==> config.mk <==
export PLATFORM = sky130hd
export DESIGN_NAME = msi_check_digit_validator
export DESIGN_NICKNAME = d
export VERILOG_FILES = /design/src/sv/msi_cdv_pkg.sv /design/src/sv/msi_cdv_state.sv /design/src/sv/msi_check_digit_validator.sv
export SDC_FILE = /design/constraint.sdc
export NUM_CORES = 1
export LEC_CHECK = 0
export ABC_AREA = 1
export BUFFER_PORTS_ARGS = -buffer_cell sky130_fd_sc_hd__clkbuf_2
export CAP_MARGIN = 20
export CORE_MARGIN = 2
export CORE_UTILIZATION = 60
export DETAILED_ROUTE_END_ITERATION = 16
export PLACE_DENSITY = 0.85
export SYNTH_ARGS = -nofsm -noshare
export SYNTH_HDL_FRONTEND = slang
export SYNTH_HIERARCHICAL = 1
export SYNTH_SLANG_ARGS = --single-unit
==> constraint.sdc <==
create_clock -name clock -period 8.75 [get_ports clock]
set_clock_uncertainty 0.2 [all_clocks]
set_input_delay 0.875 -clock clock [delete_from_list [all_inputs] [get_ports clock]]
set_output_delay 0.875 -clock clock [all_outputs]
set_load 0.03 [all_outputs]
==> src/sv/msi_cdv_pkg.sv <==
// Shared types, constants and modular helper functions for the MSI check digit validator.
package msi_cdv_pkg;

   localparam int LuhnBase    = 10;
   localparam int Mod11Base   = 11;
   localparam int WeightCount = 6;
   localparam int WeightFirst = 2;
   localparam int RecipEleven = 93;
   localparam int RecipShift  = 10;

   localparam logic [3:0] Mod11NoCheck = 4'd10;
   localparam logic [1:0] CountMax     = 2'd3;

   typedef struct packed {
      logic [3:0] digit;
      logic       last;
   } req_type;

   typedef struct packed {
      logic mod10_ok;
      logic mod11_ok;
      logic mod10_mod10_ok;
      logic mod11_mod10_ok;
      logic checksum_ok;
   } rsp_type;

   function automatic logic [3:0] mod10_fold(input logic [4:0] x);
      logic [4:0] r;
      r = x;
      if (r >= 5'(2 * LuhnBase)) begin
         r = r - 5'(2 * LuhnBase);
      end else if (r >= 5'(LuhnBase)) begin
         r = r - 5'(LuhnBase);
      end
      return r[3:0];
   endfunction

   // sum of the decimal digits of twice the value
   function automatic logic [3:0] luhn_double(input logic [3:0] d);
      logic [4:0] t;
      logic [1:0] tens;
      t = {d, 1'b0};
      if (t >= 5'(3 * LuhnBase)) begin
         tens = 2'd3;
      end else if (t >= 5'(2 * LuhnBase)) begin
         tens = 2'd2;
      end else if (t >= 5'(LuhnBase)) begin
         tens = 2'd1;
      end else begin
         tens = 2'd0;
      end
      return 4'(5'(tens) + (t - 5'(tens) * 5'(LuhnBase)));
   endfunction

   // reciprocal estimate of the quotient, then one correcting subtract
   function automatic logic [3:0] mod11_fold(input logic [6:0] x);
      logic [13:0] prod;
      logic [3:0]  q;
      logic [6:0]  r;
      prod = 14'(x) * 14'(RecipEleven);
      q    = prod[13:RecipShift];
      r    = x - 7'(q) * 7'(Mod11Base);
      if (r >= 7'(Mod11Base)) begin
         r = r - 7'(Mod11Base);
      end
      return r[3:0];
   endfunction

   function automatic logic [3:0] luhn_check(input logic [3:0] sum);
      return (sum == 4'd0) ? 4'd0 : 4'(LuhnBase) - sum;
   endfunction

   function automatic logic [3:0] mod11_check(input logic [3:0] sum);
      return (sum == 4'd0) ? 4'd0 : 4'(Mod11Base) - sum;
   endfunction

endpackage

==> src/sv/msi_cdv_state.sv <==
// Running Luhn and weighted mod-11 sums, and the check evaluation on the last digit.
module msi_cdv_state
   import msi_cdv_pkg::*;
(
   input  logic    clock,
   input  logic    reset,
   input  logic    step,
   input  req_type item,
   output rsp_type result
);

   logic [3:0] luhn_dbl_ff, luhn_plain_ff, luhn_prev_ff;
   logic [3:0] luhn_dbl_in, luhn_plain_in;
   logic [3:0] wsum_ff [WeightCount];
   logic [3:0] wsum_in [WeightCount];
   logic [3:0] wsum_prev_ff;
   logic [3:0] prev_digit_ff;
   logic [1:0] count_ff;
   logic [3:0] digit_m11;
   logic [3:0] exp_luhn, exp_luhn_prev, exp_m11, exp_m11_prev;
   logic       len2, len3, k_ok, m10, m11, m1010, m1110;

   assign digit_m11 = (item.digit >= 4'(Mod11Base)) ? item.digit - 4'(Mod11Base) : item.digit;

   always_comb begin
      luhn_dbl_in   = mod10_fold(5'(luhn_plain_ff) + 5'(luhn_double(item.digit)));
      luhn_plain_in = mod10_fold(5'(luhn_dbl_ff) + 5'(item.digit));
      for (int p = 0; p < WeightCount; p++) begin
         wsum_in[p] = mod11_fold(7'(wsum_ff[(p + 1) % WeightCount])
                                 + 7'(digit_m11) * 7'(WeightFirst + p));
      end
   end

   always_comb begin
      len2          = count_ff >= 2'd1;
      len3          = count_ff >= 2'd2;
      exp_luhn      = luhn_check(luhn_dbl_ff);
      exp_luhn_prev = luhn_check(luhn_prev_ff);
      exp_m11       = mod11_check(wsum_ff[0]);
      exp_m11_prev  = mod11_check(wsum_prev_ff);
      k_ok          = exp_luhn == item.digit;
      m10           = len2 && k_ok;
      m11           = len2 && exp_m11 != Mod11NoCheck && exp_m11 == item.digit;
      m1010         = len3 && exp_luhn_prev == prev_digit_ff && k_ok;
      m1110         = len3 && exp_m11_prev != Mod11NoCheck && exp_m11_prev == prev_digit_ff
                      && k_ok;
      result.mod10_ok       = m10;
      result.mod11_ok       = m11;
      result.mod10_mod10_ok = m1010;
      result.mod11_mod10_ok = m1110;
      result.checksum_ok    = m10 || m11 || m1010 || m1110;
   end

   always_ff @(posedge clock) begin
      if (reset || (step && item.last)) begin
         luhn_dbl_ff   <= '0;
         luhn_plain_ff <= '0;
         luhn_prev_ff  <= '0;
         wsum_prev_ff  <= '0;
         prev_digit_ff <= '0;
         count_ff      <= '0;
         for (int p = 0; p < WeightCount; p++) begin
            wsum_ff[p] <= '0;
         end
      end else if (step) begin
         luhn_dbl_ff   <= luhn_dbl_in;
         luhn_plain_ff <= luhn_plain_in;
         luhn_prev_ff  <= luhn_dbl_ff;
         wsum_prev_ff  <= wsum_ff[0];
         prev_digit_ff <= item.digit;
         if (count_ff != CountMax) begin
            count_ff <= count_ff + 2'd1;
         end
         for (int p = 0; p < WeightCount; p++) begin
            wsum_ff[p] <= wsum_in[p];
         end
      end
   end

endmodule

==> src/sv/msi_check_digit_validator.sv <==
// Top level of the MSI check digit validator: input register, state update, result register.
//
//   channel   ports                              direction   payload
//   request   req_valid, req_stall, req_data     in          digit, last
//   response  rsp_valid, rsp_stall, rsp_data     out         five pass flags
//
// One digit per cycle is taken unless a stalled result holds a last digit in the input register.
// The running sums update between the input and result registers; the latter drives the response.
// Reset clears all sums, the digit count and both valid flags.
// A stalled result holds back only a last digit waiting in the input register.
module msi_check_digit_validator
   import msi_cdv_pkg::*;
(
   input  logic    clock,
   input  logic    reset,
   input  logic    req_valid,
   output logic    req_stall,
   input  req_type req_data,
   output logic    rsp_valid,
   input  logic    rsp_stall,
   output rsp_type rsp_data
);

   logic    in_valid_ff, in_valid_in;
   req_type in_item_ff;
   logic    out_valid_ff, out_valid_in;
   rsp_type out_item_ff;
   rsp_type result;
   logic    out_free, in_move, req_take;

   assign out_free  = !out_valid_ff || !rsp_stall;
   assign in_move   = in_valid_ff && (!in_item_ff.last || out_free);
   assign req_stall = in_valid_ff && !in_move;
   assign req_take  = req_valid && !req_stall;

   msi_cdv_state u_state (
      .clock  (clock),
      .reset  (reset),
      .step   (in_move),
      .item   (in_item_ff),
      .result (result)
   );

   always_comb begin
      in_valid_in = in_valid_ff;
      if (req_take) begin
         in_valid_in = 1'b1;
      end else if (in_move) begin
         in_valid_in = 1'b0;
      end
      out_valid_in = out_valid_ff;
      if (in_move && in_item_ff.last) begin
         out_valid_in = 1'b1;
      end else if (!rsp_stall) begin
         out_valid_in = 1'b0;
      end
   end

   always_ff @(posedge clock) begin
      if (reset) begin
         in_valid_ff  <= 1'b0;
         out_valid_ff <= 1'b0;
      end else begin
         in_valid_ff  <= in_valid_in;
         out_valid_ff <= out_valid_in;
      end
   end

   always_ff @(posedge clock) begin
      if (req_take) begin
         in_item_ff <= req_data;
      end
      if (in_move && in_item_ff.last) begin
         out_item_ff <= result;
      end
   end

   assign rsp_valid = out_valid_ff;
   assign rsp_data  = out_item_ff;

endmodule

# == Word-level counts from Yosys, hierarchy flattened ==
# Memories as Yosys holds them, arrays and structs flattened.
# Index checks and enable logic that the tools add are counted.
# totals
register_bits,34
ram_bits,24
input_bits,9
out_inout_bits,7
elab_cells,157
n_memories,1
# op_classes
addsub,32
n_mul,17
n_lt_le_gt_ge,16
eq_ne,8
mux,33
bitwise_logic,6
reduce_logical,29
# memory_table
name,words,word_bits,rd,rd_clocked_by_memory_dff,write_ports,line,source
u_state.wsum_ff,6,4,6,0,6,msi_cdv_state.sv:14,logic [3:0] wsum_ff [WeightCount];
# ops
operator,n
$mul A7 B7 Y14 const B,6
$mux W4,21
$ge A7 B4 Y1 const B,6
$mul A4 B4 Y7 const B,6
$sub A4 B4 Y4 const B,9
$sub A7 B7 Y7,5
$add A4 B7 Y7,3
$ge A5 B5 Y1 const B,4
$eq A4 B4 Y1,4
$logic_not A4 Y1,4
$sub A4 B4 Y4 const A,4
$ge A5 B4 Y1 const B,3
$add A4 B6 Y7,2
$mul A4 B3 Y7 const B,2
$logic_and A1 B1 Y1,12
$mul A4 B2 Y6 const B,2
$add A4 B4 Y5,2
$mux W1,10
$ne A4 B4 Y1 const B,2
$sub A4 B3 Y4 const B,2
$sub A6 B7 Y7,1
$add A4 B5 Y6,1
$logic_or A1 B1 Y1,6
$or A1 B1 Y1,6
13 further kinds,18

# == Depth between registers and ports, before layout ==
# depth
depth_word,11
depth_mapped,49
mapped_depth_nobuf,49

# == By module ==
# Netlist, hierarchy kept.
# by_module_without_submodules
mod,n_inst,cells_each,area_each_um2,seq_area_each_um2
msi_cdv_state,1,1597,12773.5,1161.1
msi_check_digit_validator,1,29,410.4,340.3

# == Worst setup path before layout ==
# Ideal clock, no wire load.
# synth_timing
kind,reg-to-reg
start,register in_item_ff[1] (netlist bit)
end,"memory u_state.wsum_ff[5][1], in the netlist u_state/wsum_ff[0][21], data pin"
setup_time_ns,0.255
arrival_ns,8.859
t_required_ns,8.295
slack_ns,-0.564
stages_incl_launch_ff,43
path_buffers,0
synth_period_minus_slack_ns,9.314
cell_sequence,edfxtp_1 -> ha_1 -> o21ai_2 -> xor2_1 -> ha_1 -> ha_1 -> xor2_1 -> ha_1 -> inv_1 -> fa_1 -> o21ai_0 -> xor2_1 -> inv_1 -> nor2_1 -> nor2_1 -> fa_1 -> fa_1 -> ha_1 -> (+7 left out) -> ha_1 -> ha_1 -> ha_1 -> inv_1 -> ha_1 -> a21oi_1 -> nand2_1 -> nand2_1 -> nand2_1 -> a21oi_1 -> xor2_1 -> nand2_1 -> nand2_1 -> nand2_1 -> nand2_1 -> nand2_2 -> o21ai_0 -> nor2_1
# synth_rtl
item,line,source
"start, declared",msi_check_digit_validator.sv:25,req_type in_item_ff;
"start signal, assigned",msi_check_digit_validator.sv:71,in_item_ff <= req_data;
"end, declared",msi_cdv_state.sv:14,

==> summary.md <==
| Metric | Value |
|---|---|
| Max_cap viols | 0 |
| #FFs+latches synth | just under 60 |
| Starting Density | 60.79% |
| Hold_buf cts | 0 |
| CTS tree | built |
| Hold Path Depth | 2 |
| Root Buffer Master | clkbuf_16 |
| Worst hold start | u_state/wsum_prev_ff[1] |
| CP Class | register to register |
| Register area | 1501 µm² |
| Tcrit/Tclk final | 105.1% |
| Final hold vios | 0 |
| Setup slack, reg-to-reg | -0.45 ns |
| Most common cell after layout, fill and taps aside | inv_1 |
| Critical-path cell with the highest stage delay | fa_1 |
| Vias/cell | 5.767 |
| Final wirelength | 35660 µm |
| Crit path buffers/inverters | 8 |
| Hold_ws | 0.2994 ns |
| Status | finished with violations |
| HP Class | register to register |
| Final Max Tran Viols | 0 |
| Placement Setup Slack | -0.2721 ns |
| Worst Path Required | 8.60 ns |
| Syn Area/Cell | 8.108 µm² |
| Reg2reg start | in_item_ff[2] |
| Initial antenna violation count | 0 |
| Layout cells sized above 1 | 21.12% |
| Most frequent CP cell | nand2_2 |
| Finished Cell Area | between 15000 and 20000 µm² |
| Area of the multi-input gates | 11330 µm² |
| Final nets | 2208 |
| ANT nets after route | 0 |
| Post-synth ARST share | 0% |
| Largest delay contributor family on the critical path | adder cells |
| Via count | approximately 12000 |
| Die area | 23180 µm² |
| IO Count | 16 |
| Clock Latency Late Sink | between 0.3 and 0.4 ns |
| Die X | 152.2 µm |
| Worst path max stage delay | 0.62 ns |
| # port buffers | 15 |
| Headroom to the max-slew limit | 32.66% |
| Cells after Synth | 1626 |
| RSZ-0062 raised after global routing | true |
| Worst Max-Slew Pin Slew | 1.004 ns |
| Final-layout fill cell count | 1312 |
| Crit. End Element | register |
| Register area share after synthesis | a little under an eighth |
| Residual DRC count | 0 |
| Die Ht | 152.2 µm |
| Cell area after synthesis | 13180 µm² |
| Worst setup margin | -0.4452 ns |
| Core Footprint | ~22000 µm² |
| Routability congestion estimate | a little under 0.9 |
| HPWL Detailed | 23440 µm |
| Detailed Route Iter0 Violations | 1101 |
| N_diodes | 0 |
| RR Endpoint | u_state/wsum_ff[0][20] |
| Worst Reg-to-Reg Cells | 49 |
| CP startpoint | in_item_ff[2] |
| Failing checks | negative setup slack |
| Fmax | 108.8 MHz |
| Global Route Usage Sum | 24.87% |
| Critical Path Source Type | register |
| Htree depth | 3 |
| Final setup fails | 12 |
| Minimum clock period | 9.195 ns |
| Setup_tns | -3.327 ns |
| Largest net degree at the start of global routing | 29 |
| Ys Warns | 6 |
| Crit Path Max Fanout | 6 |
| Clk slew on worst S/H paths | 0.05 ns |
| Post-synth cell types | 53 |
| Wire per inst | 17.43 µm |
| Main synth FF type | edfxtp_1 |
| Router iterations before antenna repair | 6 |
| Num rows | 54 |
| Vias in the first global route | around 11000 |
| Worst Hold End | u_state/wsum_prev_ff[1] |
| Dpl cell area | 14290 µm² |
| CTS sink cnt | slightly below 60 |
| Global-route congestion overflow total | 0 |
| CTS Buf Count | 9 |
| EDFF count, synth | 34 |
| CP arrival | 9.05 ns |
| Clk buf depth | 2 |
| Area delta synth->final | 20.70% |
| Commonest cells after routing, fill and taps aside | inv_1 (364), ha_1 (297), nand2_1 (185) |
| First-pass GRT wire length | between 40000 and 50000 µm |
-- cell families after synthesis --
logic type      Yosys count  synth area share, %
compound gates          205                9.263
xor+xnor                101                6.710
fa+ha+maj               438                46.92
buf+inv                 406                11.82
flops                    58                11.39
other cells               2              0.05696
simple gates            416                13.84
-- through the flow --
step | utilization [%] | instances
2_1_floorplan | - | 1629
3_3_place_gp | 65.89 | 1989
3_5_place_dp | 65.89 | 1989
4_1_cts | 68.45 | 2015
5_1_grt | 73.37 | 2046
6_report | 73.37 | 2046
-- how the worst max path moves through the flow --
stage | to | slack (ns) | cells after the start
3_5_place_dp | u_state/wsum_ff[0][20] | -0.27 | 47
5_1_grt | u_state/wsum_ff[0][15] | -0.79 | 41
4_1_cts | u_state/wsum_ff[0][4] | -0.006 | 38
2_1_floorplan | u_state/wsum_ff[0][21] | -0.002 | 46
3_3_place_gp | u_state/wsum_ff[0][22] | 0.07 | 45
6_report | u_state/wsum_ff[0][20] | -0.45 | 49
-- routing by layer --
metal / routed length [µm] / GRT usage [%] / part of all wire (%)
met1: 13290 / 29.07 / 37
met2: 18530 / 47.43 / 52
met3: 1852 / 1.906 / 5.2
met4: 1996 / 8.990 / 5.6
met5: 0 / 0 / 0
-- cells in the mapped netlist, types with 6 or more instances --
master	instances	area, µm²
fa_1	94	1882
or2_2	6	37.54
a21oi_1	84	420.4
dfxtp_1	24	480.5
o21bai_1	10	75.07
nand2_2	6	37.54
o22ai_1	11	68.82
xnor2_1	30	262.8
nand4_1	11	68.82
nor3_1	8	40.04
xor2_1	71	621.9
nor2_1	86	322.8
clkbuf_1	6	22.52
a31oi_1	6	37.54
edfxtp_1	34	1021
buf_4	6	45.04
nand2_1	210	788.3
nand3_1	70	350.3
inv_1	385	1445
a21o_1	13	97.59
o21ai_0	52	260.3
ha_1	344	4304
-- flip-flops by register name, indices dropped and copies added, names as in the netlist --
name and flops:
in_item_ff 5, in_valid_ff 1, rsp_data 5, rsp_valid 1, u_state/count_ff 2, u_state/luhn_dbl_ff 4
u_state/luhn_plain_ff 4, u_state/luhn_prev_ff 4, u_state/prev_digit_ff 4, u_state/wsum_ff 24, u_state/wsum_prev_ff 4
-- cell type report --
type                    instances  area share (%)
flip-flops and latches         58           9.435
multi-input cells            1165           71.18
clock inverters                 6          0.2123
inverters                     393           9.373
clock buffers                  10           1.439
well taps                     280           2.202
repair buffers                134           6.157
-- worst min-delay path: stages, from the launching register on --
cell and delay [ns]:
dfxtp_1 0.31, inv_1 0.06, o21ai_0 0.07
-- what timing repair did --
item,in CTS,in global routing
endpoints found under the setup margin,16,24
cloned,0,0
pin swaps,21,94
endpoints found under the hold margin,0,0
buffers inserted,10,32
resized for setup,38,169
Power is left out: the tool's default activity adds up to more than one toggle a clock period on the data nets, which glitch-free logic cannot reach.
